**src/sv/kbfc_pkg.sv**
```systemverilog
`default_nettype none

package kbfc_pkg;

	localparam int unsigned KeyBytes   = 32;
	localparam int unsigned KeyWords   = 4;
	localparam int unsigned WordBytes  = KeyBytes / KeyWords;
	localparam int unsigned WordWidth  = WordBytes * 8;
	localparam int unsigned KeyPosW    = $clog2(KeyBytes);
	localparam int unsigned CfgIdxW    = 3;
	localparam int unsigned CfgDataW   = WordWidth;

	typedef logic [7:0]              byte_t;
	typedef logic [KeyPosW-1:0]      key_pos_t;
	typedef logic [CfgIdxW-1:0]      cfg_idx_t;
	typedef logic [CfgDataW-1:0]     cfg_data_t;
	typedef logic [WordWidth-1:0]    key_word_t;

	// register map
	localparam cfg_idx_t RegStageKind = 3'd0;
	localparam cfg_idx_t RegDirection = 3'd1;
	localparam cfg_idx_t RegSeed      = 3'd2;
	localparam cfg_idx_t RegKey0      = 3'd3;
	localparam cfg_idx_t RegKey1      = 3'd4;
	localparam cfg_idx_t RegKey2      = 3'd5;
	localparam cfg_idx_t RegKey3      = 3'd6;

	localparam logic KindRotated = 1'b0;
	localparam logic KindChain   = 1'b1;
	localparam logic DirEncode   = 1'b0;
	localparam logic DirDecode   = 1'b1;

	function automatic byte_t rotl1(input byte_t v);
		return {v[6:0], v[7]};
	endfunction

endpackage

`default_nettype wire

```
**src/sv/kbfc_if.sv**
```systemverilog
`default_nettype none

interface kbfc_in_if import kbfc_pkg::*; ();
	logic  valid;
	logic  ready;
	byte_t in_byte;
	logic  last;

	modport source (output valid, output in_byte, output last, input ready);
	modport sink   (input valid, input in_byte, input last, output ready);
endinterface

interface kbfc_out_if import kbfc_pkg::*; ();
	logic  valid;
	logic  ready;
	byte_t out_byte;
	logic  out_last;

	modport source (output valid, output out_byte, output out_last, input ready);
	modport sink   (input valid, input out_byte, input out_last, output ready);
endinterface

`default_nettype wire

```
**src/sv/keyed_byte_feedback_cipher_unit.sv**
```systemverilog
// The result is registered: it shows at out_ch in the cycle after acceptance.
// One byte per cycle while out_ch is ready. The feedback byte loops through the
// XORs and rotate, the key position through an increment.
// The result register frees itself in the cycle it is taken, so input and output
// stream together. Reset (arst_n low, asynchronous) arms the message-start flag,
// empties the result register and clears all other registers to zero.
`default_nettype none

module keyed_byte_feedback_cipher_unit import kbfc_pkg::*; (
	input  wire logic      clk,
	input  wire logic      arst_n,
	input  wire logic      wr_en,
	input  wire cfg_idx_t  wr_index,
	input  wire cfg_data_t wr_data,
	kbfc_in_if.sink        in_ch,
	kbfc_out_if.source     out_ch
);

	// configuration
	logic      stage_kind_q;
	logic      direction_q;
	byte_t     seed_q;
	key_word_t key_q [KeyWords];

	// per-stream state
	byte_t    fb_q;
	key_pos_t pos_q;
	logic     start_q;

	// result register
	logic  out_valid_s1;
	byte_t out_byte_s1;
	logic  out_last_s1;

	logic     in_acc;
	byte_t    fb_cur;
	key_pos_t pos_cur;
	byte_t    fb_mix;
	byte_t    key_cur;
	byte_t    result;
	logic [$clog2(KeyWords)-1:0]  word_sel;
	logic [$clog2(WordBytes)-1:0] byte_sel;

	// output register is free when empty or being drained this cycle
	assign in_ch.ready = !out_valid_s1 || out_ch.ready;
	assign in_acc      = in_ch.valid && in_ch.ready;

	// a message start reloads seed and restarts the key stream
	assign fb_cur  = start_q ? seed_q : fb_q;
	assign pos_cur = start_q ? '0 : pos_q;

	assign word_sel = pos_cur[KeyPosW-1 -: $clog2(KeyWords)];
	assign byte_sel = pos_cur[$clog2(WordBytes)-1:0];

	always_comb begin
		key_cur = key_q[word_sel][byte_sel*8 +: 8];
		fb_mix  = (stage_kind_q == KindChain) ? fb_cur : rotl1(fb_cur);
		result  = in_ch.in_byte ^ fb_mix ^ key_cur;
	end

	always_ff @(posedge clk or negedge arst_n) begin
		if (!arst_n) begin
			stage_kind_q <= KindRotated;
			direction_q  <= DirEncode;
			seed_q       <= '0;
			for (int i = 0; i < KeyWords; i++) key_q[i] <= '0;
		end else if (wr_en) begin
			unique case (wr_index)
				RegStageKind: stage_kind_q <= wr_data[0];
				RegDirection: direction_q  <= wr_data[0];
				RegSeed:      seed_q       <= wr_data[7:0];
				RegKey0:      key_q[0]     <= wr_data;
				RegKey1:      key_q[1]     <= wr_data;
				RegKey2:      key_q[2]     <= wr_data;
				RegKey3:      key_q[3]     <= wr_data;
				default:      ; // unmapped index, write dropped
			endcase
		end
	end

	// ciphertext feedback: the result when encoding, the input when decoding
	always_ff @(posedge clk or negedge arst_n) begin
		if (!arst_n) begin
			fb_q    <= '0;
			pos_q   <= '0;
			start_q <= 1'b1;
		end else if (in_acc) begin
			fb_q    <= (direction_q == DirDecode) ? in_ch.in_byte : result;
			pos_q   <= pos_cur + key_pos_t'(1);
			start_q <= in_ch.last;
		end
	end

	always_ff @(posedge clk or negedge arst_n) begin
		if (!arst_n) begin
			out_valid_s1 <= 1'b0;
			out_byte_s1  <= '0;
			out_last_s1  <= 1'b0;
		end else if (in_ch.ready) begin
			out_valid_s1 <= in_ch.valid;
			if (in_ch.valid) begin
				out_byte_s1 <= result;
				out_last_s1 <= in_ch.last;
			end
		end
	end

	assign out_ch.valid    = out_valid_s1;
	assign out_ch.out_byte = out_byte_s1;
	assign out_ch.out_last = out_last_s1;

`ifndef SYNTHESIS
	a_last_arms_start: assert property (@(posedge clk) disable iff (!arst_n)
		in_acc |=> (start_q == $past(in_ch.last)))
		else $error("message start flag does not follow last");

	a_pos_advances: assert property (@(posedge clk) disable iff (!arst_n)
		in_acc && !start_q |=> (pos_q == $past(pos_q) + key_pos_t'(1)))
		else $error("key position did not advance");

	a_decode_feedback: assert property (@(posedge clk) disable iff (!arst_n)
		in_acc && direction_q == DirDecode |=> (fb_q == $past(in_ch.in_byte)))
		else $error("decode feedback is not the input byte");

	a_encode_feedback: assert property (@(posedge clk) disable iff (!arst_n)
		in_acc && direction_q == DirEncode |=> (fb_q == out_byte_s1))
		else $error("encode feedback differs from the result");

	a_valid_from_accept: assert property (@(posedge clk) disable iff (!arst_n)
		$rose(out_valid_s1) |-> $past(in_acc))
		else $error("result appeared without an accepted request");
`endif

endmodule

`default_nettype wire

```
**src/flat_wrapper.sv**
```systemverilog
// flat-port wrapper written by rule: the top's interface ports become plain ports
module keyed_byte_feedback_cipher_unit_flat import kbfc_pkg::*;
  (clk, arst_n, wr_en, wr_index, wr_data, in_ch_valid, in_ch_in_byte, in_ch_last, in_ch_ready, out_ch_valid, out_ch_out_byte, out_ch_out_last, out_ch_ready);
  kbfc_in_if in_ch_i ();
  kbfc_out_if out_ch_i ();
  input  wire logic clk;
  input  wire logic arst_n;
  input  wire logic wr_en;
  input  wire cfg_idx_t wr_index;
  input  wire cfg_data_t wr_data;
  input wire logic [$bits(in_ch_i.valid)-1:0] in_ch_valid;
  input wire logic [$bits(in_ch_i.in_byte)-1:0] in_ch_in_byte;
  input wire logic [$bits(in_ch_i.last)-1:0] in_ch_last;
  output wire logic [$bits(in_ch_i.ready)-1:0] in_ch_ready;
  output wire logic [$bits(out_ch_i.valid)-1:0] out_ch_valid;
  output wire logic [$bits(out_ch_i.out_byte)-1:0] out_ch_out_byte;
  output wire logic [$bits(out_ch_i.out_last)-1:0] out_ch_out_last;
  input wire logic [$bits(out_ch_i.ready)-1:0] out_ch_ready;
  assign in_ch_i.valid = in_ch_valid;
  assign in_ch_i.in_byte = in_ch_in_byte;
  assign in_ch_i.last = in_ch_last;
  assign in_ch_ready = in_ch_i.ready;
  assign out_ch_valid = out_ch_i.valid;
  assign out_ch_out_byte = out_ch_i.out_byte;
  assign out_ch_out_last = out_ch_i.out_last;
  assign out_ch_i.ready = out_ch_ready;
  keyed_byte_feedback_cipher_unit u_core (.clk(clk), .arst_n(arst_n), .wr_en(wr_en), .wr_index(wr_index), .wr_data(wr_data), .in_ch(in_ch_i), .out_ch(out_ch_i));
endmodule
```
**config.mk**
```make
export PLATFORM = sky130hd
export DESIGN_NAME = keyed_byte_feedback_cipher_unit_flat
export DESIGN_NICKNAME = d
export VERILOG_FILES = /design/src/sv/kbfc_pkg.sv /design/src/sv/kbfc_if.sv /design/src/sv/keyed_byte_feedback_cipher_unit.sv /design/src/flat_wrapper.sv
export SDC_FILE = /design/constraint.sdc
export NUM_CORES = 1
export LEC_CHECK = 0
export BUFFER_PORTS_ARGS = -buffer_cell sky130_fd_sc_hd__buf_2
export CORE_AREA = 5 5 175 177
export DETAILED_ROUTE_END_ITERATION = 12
export DIE_AREA = 0 0 180 182
export PLACE_DENSITY = 0.67
export SLEW_MARGIN = 20
export SYNTH_ARGS = -nofsm -noshare
export SYNTH_HDL_FRONTEND = slang
export SYNTH_SLANG_ARGS = --single-unit
```
**constraint.sdc**
```tcl
create_clock -name clk -period 7.3 [get_ports clk]
set_clock_uncertainty 0.05 [all_clocks]
set_input_delay 1.46 -clock clk [delete_from_list [all_inputs] [get_ports clk]]
set_output_delay 1.46 -clock clk [all_outputs]
set_load 0.01 [all_outputs]
```
==> reports/qor.yml, run 1 <==
sta:
  timing.final.crit_share: 0.5218
  setup_violations: 0
  maxSlewHeadroom: 0.2891
  min_period_ps: 3809
  timing.final.max_slew_violations: 0
  fin_setup_tns_ps: 0
  worst_pin_slew_ps: 1066
  finalHoldViolCount: 0
  unrepaired_setup_endpoints_after_global_routing: "false"
  max_clock_freq_ghz: 0.2625
clock_network:
  cts_tree: "yes"
  number_of_sinks_on_the_clock_net: 290
  cts_inserted_buffers: 31
  clk_root_buffer_cell: "clkbuf_16"
  setup_bufs_post_cts: 0
  clk_pin_slew_ps: 60
  h_tree_level_count: 1
  post_cts_resize_count: 0
  worstSkewPairLatency_ps: 560
  postCtsHoldBufs: 0
  cts_max_path_buffers: 3
hold_path:
  min-delay-path-class: "reg -> reg"
setup_path:
  data_required_time_at_the_worst_endpoint_ps: 7740
  worst-endpoint-arrival_ps: 4250
  timing.critical_path.from_type: "register"
  critPathLaunch: "u_core.pos_q[3]"
  regToRegSetupSlack_ps: 3490
  category_of_the_critical_setup_timing_path: "reg -> reg"
  setup.worst_path.end_class: "register"
  worstPathCellList: "buf_4, mux2_2, a221oi_1, o21ai_1, a32oi_1, xnor2_1, or3_1, nand3_1"
  critical_path.endpoint: "u_core.out_ch.out_byte[7]"
  worstReg2RegEnd: "u_core.out_ch.out_byte[7]"
  max_stage_delay_ps: 960
  rr_worst_depth: 8
  cp_slowest_cell: "dfrtp_4"
  critical_path.reg2reg.startpoint: "u_core.pos_q[3]"
  worst-path-max-fanout: 57
status:
  outcome: "finished clean"
yosys:
  synth_warnings: 0
  synthCells: 1070
  netlist.area_leader.share: 0.5111
  yosys.area.top_type: "dfrtp_1"
  postSynthRegisterBits: 290
  post_synth.cell_area_avg_um2: 13.22
  synth_enable_flop_cells: 0
  synth_top_cells_by_area: "dfrtp_1 (51%), mux2_2 (22%), mux2i_1 (3.4%)"
  synth.cells.most_frequent: "dfrtp_1 (289), mux2_2 (282), mux2i_1 (48)"
  netlist_area_um2: 14150
  post_synth_num_cell_types: 74
  yosysMostFrequentCell: "dfrtp_1"
  ys_dominant_reg_cell: "dfrtp_1"
  synth_nets: 1152
  async_flop_share: 1.000
  synth_sequential_area_ratio: 0.5130
power_and_ir_drop:
  ir_drop_mv: 0.1891
  power.density_cell_area_nw_per_um2: 332.1
  p_total_mw: 5.266
  power.leakage_nw: 6.795
floorplanning:
  dieWidth_um: 180
  core_area_um2: 29090
  design.portCount: 92
  initial_core_util: 0.4865
  die-area_um2: 32760
  floorplan.die.height_um: 182
  rows: 63
grt:
  number_of_antenna_violations_at_the_first_check_in_global_routing: 0
  grt_use_total: 0.2113
  groute.layer.met2.usage: 0.3333
  grt_busiest_layer: "met2"
  grt_util_met1: 0.3012
  grt_pass1_wl_mm: 55.46
  maximum_number_of_pins_on_one_net_before_global_route_repair: 150
  first_global_vias: 9321
  globalRoute.totalOverflow: 0
  globalRouteMet3Util: 0.03726
cells_and_area:
  utilization: 0.5452
  final_nets: 1207
  multi_input_area_um2: 6435
  syn_to_final_growth_pct: 12.07
  drive_above_1_share: 0.4160
  final-seq-area_um2: 7263
  filler_cell_count_in_the_final_layout: 2455
drt:
  detailroute.via_count: 9276
  count_of_routing_violations_after_the_opening_detailed_route_iteration: 686
  drc_violations: 0
  drt.antenna.violating_nets: 0
  detailedRoute.firstPassIterationCount: 6
  vias_per_cell: 6.023
  drt-wirelength-per-cell_um: 22.73
  totalWireLength_mm: 35.01
placement:
  routabilityCongestion: 0.8248
  detailed_place_hpwl_mm: 22.58
  place.port_buffers: 91
run:
  drv_cap: 0
[power by group]
part | switching [mW] | internal [mW] | total [mW]
Combinational | 0.654 | 0.698 | 1.35
Clock | 0.642 | 1.01 | 1.65
Sequential | 0.275 | 1.99 | 2.26
Total | 1.57 | 3.69 | 5.27
[registers in the layout, indices dropped and copies added, names as in the netlist]
register and cells:
u_core.seed_q 8, u_core.out_ch.out_last 1, u_core.out_ch.out_byte 8, u_core.fb_q 8, u_core.stage_kind_q 1, u_core.out_ch.valid 1
u_core.pos_q 5, u_core.direction_q 1, u_core.key_q 256, u_core.start_q 1
[worst min path at each step]
| stage | start | endpoint | slack, ps | cells after the start |
|---|---|---|---|---|
| after detailed placement | u_core.out_ch.out_last | u_core.out_ch.out_last | 420 | 2 |
| after floorplan | u_core.fb_q[0] | u_core.fb_q[0] | 410 | 2 |
| after CTS | u_core.out_ch.out_last | u_core.out_ch.out_last | 430 | 2 |
| after global placement | u_core.out_ch.out_last | u_core.out_ch.out_last | 410 | 2 |
| after global routing | u_core.key_q[180] | u_core.key_q[180] | 460 | 1 |
| final | u_core.out_ch.out_last | u_core.out_ch.out_last | 430 | 2 |
[layout make-up]
class / instances / area share
tap: 390 / 0.03077
inverter: 5 / 0.001184
antenna: 1 / 0.0001578
timing repair buffer: 102 / 0.03535
multi-input combinational: 695 / 0.4058
sequential: 290 / 0.4580
clock buffer: 45 / 0.05791
clock inverter: 12 / 0.01081
[critical path: cells and delay by family, from the launching register on]
family,cells,cell delay (ps)
AO/OA/AOI/OAI,3,930
XOR/XNOR,1,170
buffers and inverters,1,770
flip-flops,1,960
multiplexers,1,410
AND/OR/NAND/NOR,2,440
[kinds of logic (layout without fill, tap and decap cells)]
family                     after synthesis  after routing  synth area share
AOI/OAI and AO/OA                      153            153           0.08224
xor gates and xnor gates                 8              8           0.01026
adders and majority gates                1              1         0.0008841
buffers and inverters                   85            164           0.03298
DFF                                    290            290            0.5130
muxes                                  351            351            0.2862
other                                    0              1                 0
and+or+nand+nor                        182            182           0.07446
[stage by stage]
stage / cells / setup WS, ps / hold slack, ps / area (um^2)
2_1_floorplan: 1070 / 4139 / 411.0 / 14150
3_3_place_gp: 1482 / 3511 / 407.9 / 14760
3_5_place_dp: 1482 / 3516 / 415.0 / 14760
4_1_cts: 1539 / 3486 / 429.6 / 15850
5_1_grt: 1539 / 3207 / 455.1 / 15860
6_report: 1540 / 3491 / 427.6 / 15860
[placed cells by master (no fill, tap or decap), types with 5 or more instances in the layout]
cell type,Yosys,routed
inv_1,5,5
clkinv_2,0,5
and3b_1,9,9
nand3_1,24,24
o21ai_0,18,18
buf_2,18,90
a311oi_1,6,6
o21ai_1,11,11
nor2_1,22,22
mux2_2,282,282
mux2i_1,48,48
nand2_1,39,39
clkbuf_8,0,9
clkbuf_16,0,31
dfrtp_1,289,287
buf_4,6,10
nor3b_1,12,11
a211oi_1,22,22
a221oi_1,16,16
a21oi_1,5,5
mux2_4,9,9
clkbuf_1,41,5
nand2b_1,18,18
nor4_1,7,7
nor2b_1,10,10
mux4_2,11,11
nor3_1,15,14
a2bb2oi_1,5,5
xor3_1,5,5
o22ai_1,21,21
[routing by layer]
| metal | up-vias | wire length, um |
|---|---|---|
| met3 | 68 | 2049 |
| met2 | 275 | 16370 |
| li1 | 4136 | - |
| met1 | 4797 | 15430 |
| met5 | - | 0 |
| met4 | 0 | 1162 |
Note: power is estimated with default switching activity, not from simulation.
==> run 2, diff against run 1 <==
--- a/config.mk
+++ b/config.mk
@@ -9,7 +9,7 @@
 export CORE_AREA = 5 5 175 177
 export DETAILED_ROUTE_END_ITERATION = 12
 export DIE_AREA = 0 0 180 182
-export PLACE_DENSITY = 0.67
+export PLACE_DENSITY = 0.7
 export SLEW_MARGIN = 20
 export SYNTH_ARGS = -nofsm -noshare
 export SYNTH_HDL_FRONTEND = slang
==> constraint.sdc (replaced) <==
create_clock -name clk -period 3.4 [get_ports clk]
set_clock_uncertainty 0.05 [all_clocks]
set_input_delay 0.68 -clock clk [delete_from_list [all_inputs] [get_ports clk]]
set_output_delay 0.68 -clock clk [all_outputs]
set_load 0.01 [all_outputs]
==> reports/qor.yml, run 2 (synthesized netlist as in run 1, its figures left out) <==
status:
  outcome: "finished clean"
sta:
  timing.final.max_slew_violations: 0  # unchanged
  unrepaired_setup_endpoints_after_global_routing: "false"
  min_period_ps: 3147  # -662.3 ps
  worst_pin_slew_ps: 1085  # +18.54 ps
  max_clock_freq_ghz: 0.3178  # +21%
  setup_violations: 0  # unchanged
  timing.final.crit_share: 0.9256  # +0.4038
  fin_setup_tns_ps: 0  # unchanged
  finalHoldViolCount: 0  # unchanged
  maxSlewHeadroom: 0.2768  # -0.01236
floorplanning:
  die-area_um2: 32760  # unchanged
  initial_core_util: 0.4865  # unchanged
  design.portCount: 92  # unchanged
  core_area_um2: 29090  # unchanged
  dieWidth_um: 180  # unchanged
  rows: 63  # unchanged
  floorplan.die.height_um: 182  # unchanged
cells_and_area:
  num_antenna_cells: 0  # -1
  max_flop_register: "u_core.key_q"
  syn_to_final_growth_pct: 14.18
  multi_input_area_um2: 6430  # about the same
  filler_cell_count_in_the_final_layout: 2402  # -2.2%
  drive_above_1_share: 0.4267  # +0.01073
  final-seq-area_um2: 7263  # unchanged
  max_ffs_per_register: 256  # unchanged
  layout_commonest_cell: "dfrtp_1"
  utilization: 0.5555  # +0.01028
  final_nets: 1232  # +2.1%
  number_of_cells_in_the_finished_layout_apart_from_fillers: 1564  # +1.6%
  final_cell_mix: "dfrtp_1 (287), mux2_2 (282), buf_2 (90)"
drt:
  vias_per_cell: 6.067  # +0.73%
  drt.antenna.violating_nets: 0  # unchanged
  detailedRoute.firstPassIterationCount: 5  # -1
  count_of_routing_violations_after_the_opening_detailed_route_iteration: 700  # +2.0%
  detailroute.via_count: 9489  # +2.3%
  drc_violations: 0  # unchanged
  totalWireLength_mm: 36.71  # +4.9%
  drt-wirelength-per-cell_um: 23.47  # +3.2%
power_and_ir_drop:
  power.density_cell_area_nw_per_um2: 718.1  # +120%
  power.leakage_nw: 6.973  # +2.6%
  p_total_mw: 11.60  # +120%
  ir_drop_mv: 0.4537  # +140%
setup_path:
  critical_path.endpoint: "u_core.out_ch.out_byte[2]"
  data_required_time_at_the_worst_endpoint_ps: 3840  # -3900 ps
  critPathLaunch: "u_core.pos_q[3]"
  worst-path-max-fanout: 23  # -60%
  category_of_the_critical_setup_timing_path: "reg -> reg"
  worstReg2RegEnd: "u_core.out_ch.out_byte[2]"
  setup.worst_path.end_class: "register"
  timing.critical_path.from_type: "register"
  rr_worst_depth: 8  # unchanged
  critical_path.reg2reg.startpoint: "u_core.pos_q[3]"
  worst-endpoint-arrival_ps: 3590  # -660 ps
  regToRegSetupSlack_ps: 250  # -3240 ps
clock_network:
  clk_pin_slew_ps: 70  # about the same
  setup_bufs_post_cts: 0  # unchanged
  postCtsHoldBufs: 0  # unchanged
  cts_tree: "yes"
  number_of_sinks_on_the_clock_net: 290  # unchanged
  clk_root_buffer_cell: "clkbuf_16"
  cts_max_path_buffers: 3  # unchanged
  post_cts_resize_count: 0  # unchanged
  cts_inserted_buffers: 30  # -3.2%
  worstSkewPairLatency_ps: 560  # about the same
  h_tree_level_count: 1  # unchanged
grt:
  first_global_vias: 9474  # +1.6%
  grt_busiest_layer: "met2"
  maximum_number_of_pins_on_one_net_before_global_route_repair: 99  # -34%
  grt_pass1_wl_mm: 58.01  # +4.6%
  groute.layer.met2.usage: 0.3377  # +0.004378
  grt_use_total: 0.2217  # +0.01040
  number_of_antenna_violations_at_the_first_check_in_global_routing: 0  # unchanged
  globalRoute.totalOverflow: 0  # unchanged
  globalRouteMet3Util: 0.03906  # +0.001803
  grt_util_met1: 0.3322  # +0.03103
placement:
  detailed_place_hpwl_mm: 24.65  # +9.2%
  place.port_buffers: 91  # unchanged
  placed_cells_incl_taps: 1508  # +1.8%
  routabilityCongestion: 0.8842  # +7.2%
hold_path:
  min-delay-path-class: "in -> async"
run:
  drv_cap: 0  # unchanged
-- run 2: worst max-delay path, cell delays in order (launching register included) --
cell      delay (ps)
dfrtp_4          580
buf_4            270
nand2b_1         470
o22ai_1          170
a221oi_1         560
o311a_1          370
nor2_1           100
xor3_1           370
o21ai_1          120
-- run 2: final cells by class --
cell class / count / share of cell area
Multi-Input combinational cell: 695 / 0.3980
Clock buffer: 45 / 0.05622
Timing Repair Buffer: 128 / 0.05220
Clock inverter: 11 / 0.01270
Sequential cell: 290 / 0.4495
Tap cell: 390 / 0.03020
Inverter: 5 / 0.001162
-- run 2: power breakdown --
part	internal, mW	switching, mW
Clock	2.29	1.38
Sequential	4.27	0.569
Combinational	1.56	1.54
-- run 2: worst min-delay path by stage --
stage                           startpoint                endpoint  depth (start not counted)
floorplan                           arst_n      u_core.direction_q                          0
global placement          u_core.key_q[70]        u_core.key_q[70]                          1
detailed placement  u_core.out_ch.out_last  u_core.out_ch.out_last                          2
CTS                                 arst_n        u_core.key_q[90]                          1
global route                        arst_n        u_core.key_q[90]                          1
finish                              arst_n        u_core.key_q[90]                          1
-- run 2: per-layer routing --
metal	up-vias	wire length (um)
li1	4175	-
met2	337	16820
met1	4920	16780
met4	0	806
met3	57	2299
met5	-	0
-- run 2: metrics by stage --
| step | area, um^2 | setup slack (ps) | hold slack (ps) |
|---|---|---|---|
| after floorplan | 14150 | 1057 | 334.4 |
| after global placement | 15040 | 299.3 | 428.3 |
| after detailed placement | 15040 | 306.9 | 429.2 |
| after CTS | 16160 | 280.3 | 141.2 |
| after global routing | 16160 | 237.7 | 175.5 |
| final | 16160 | 253.0 | 73.59 |
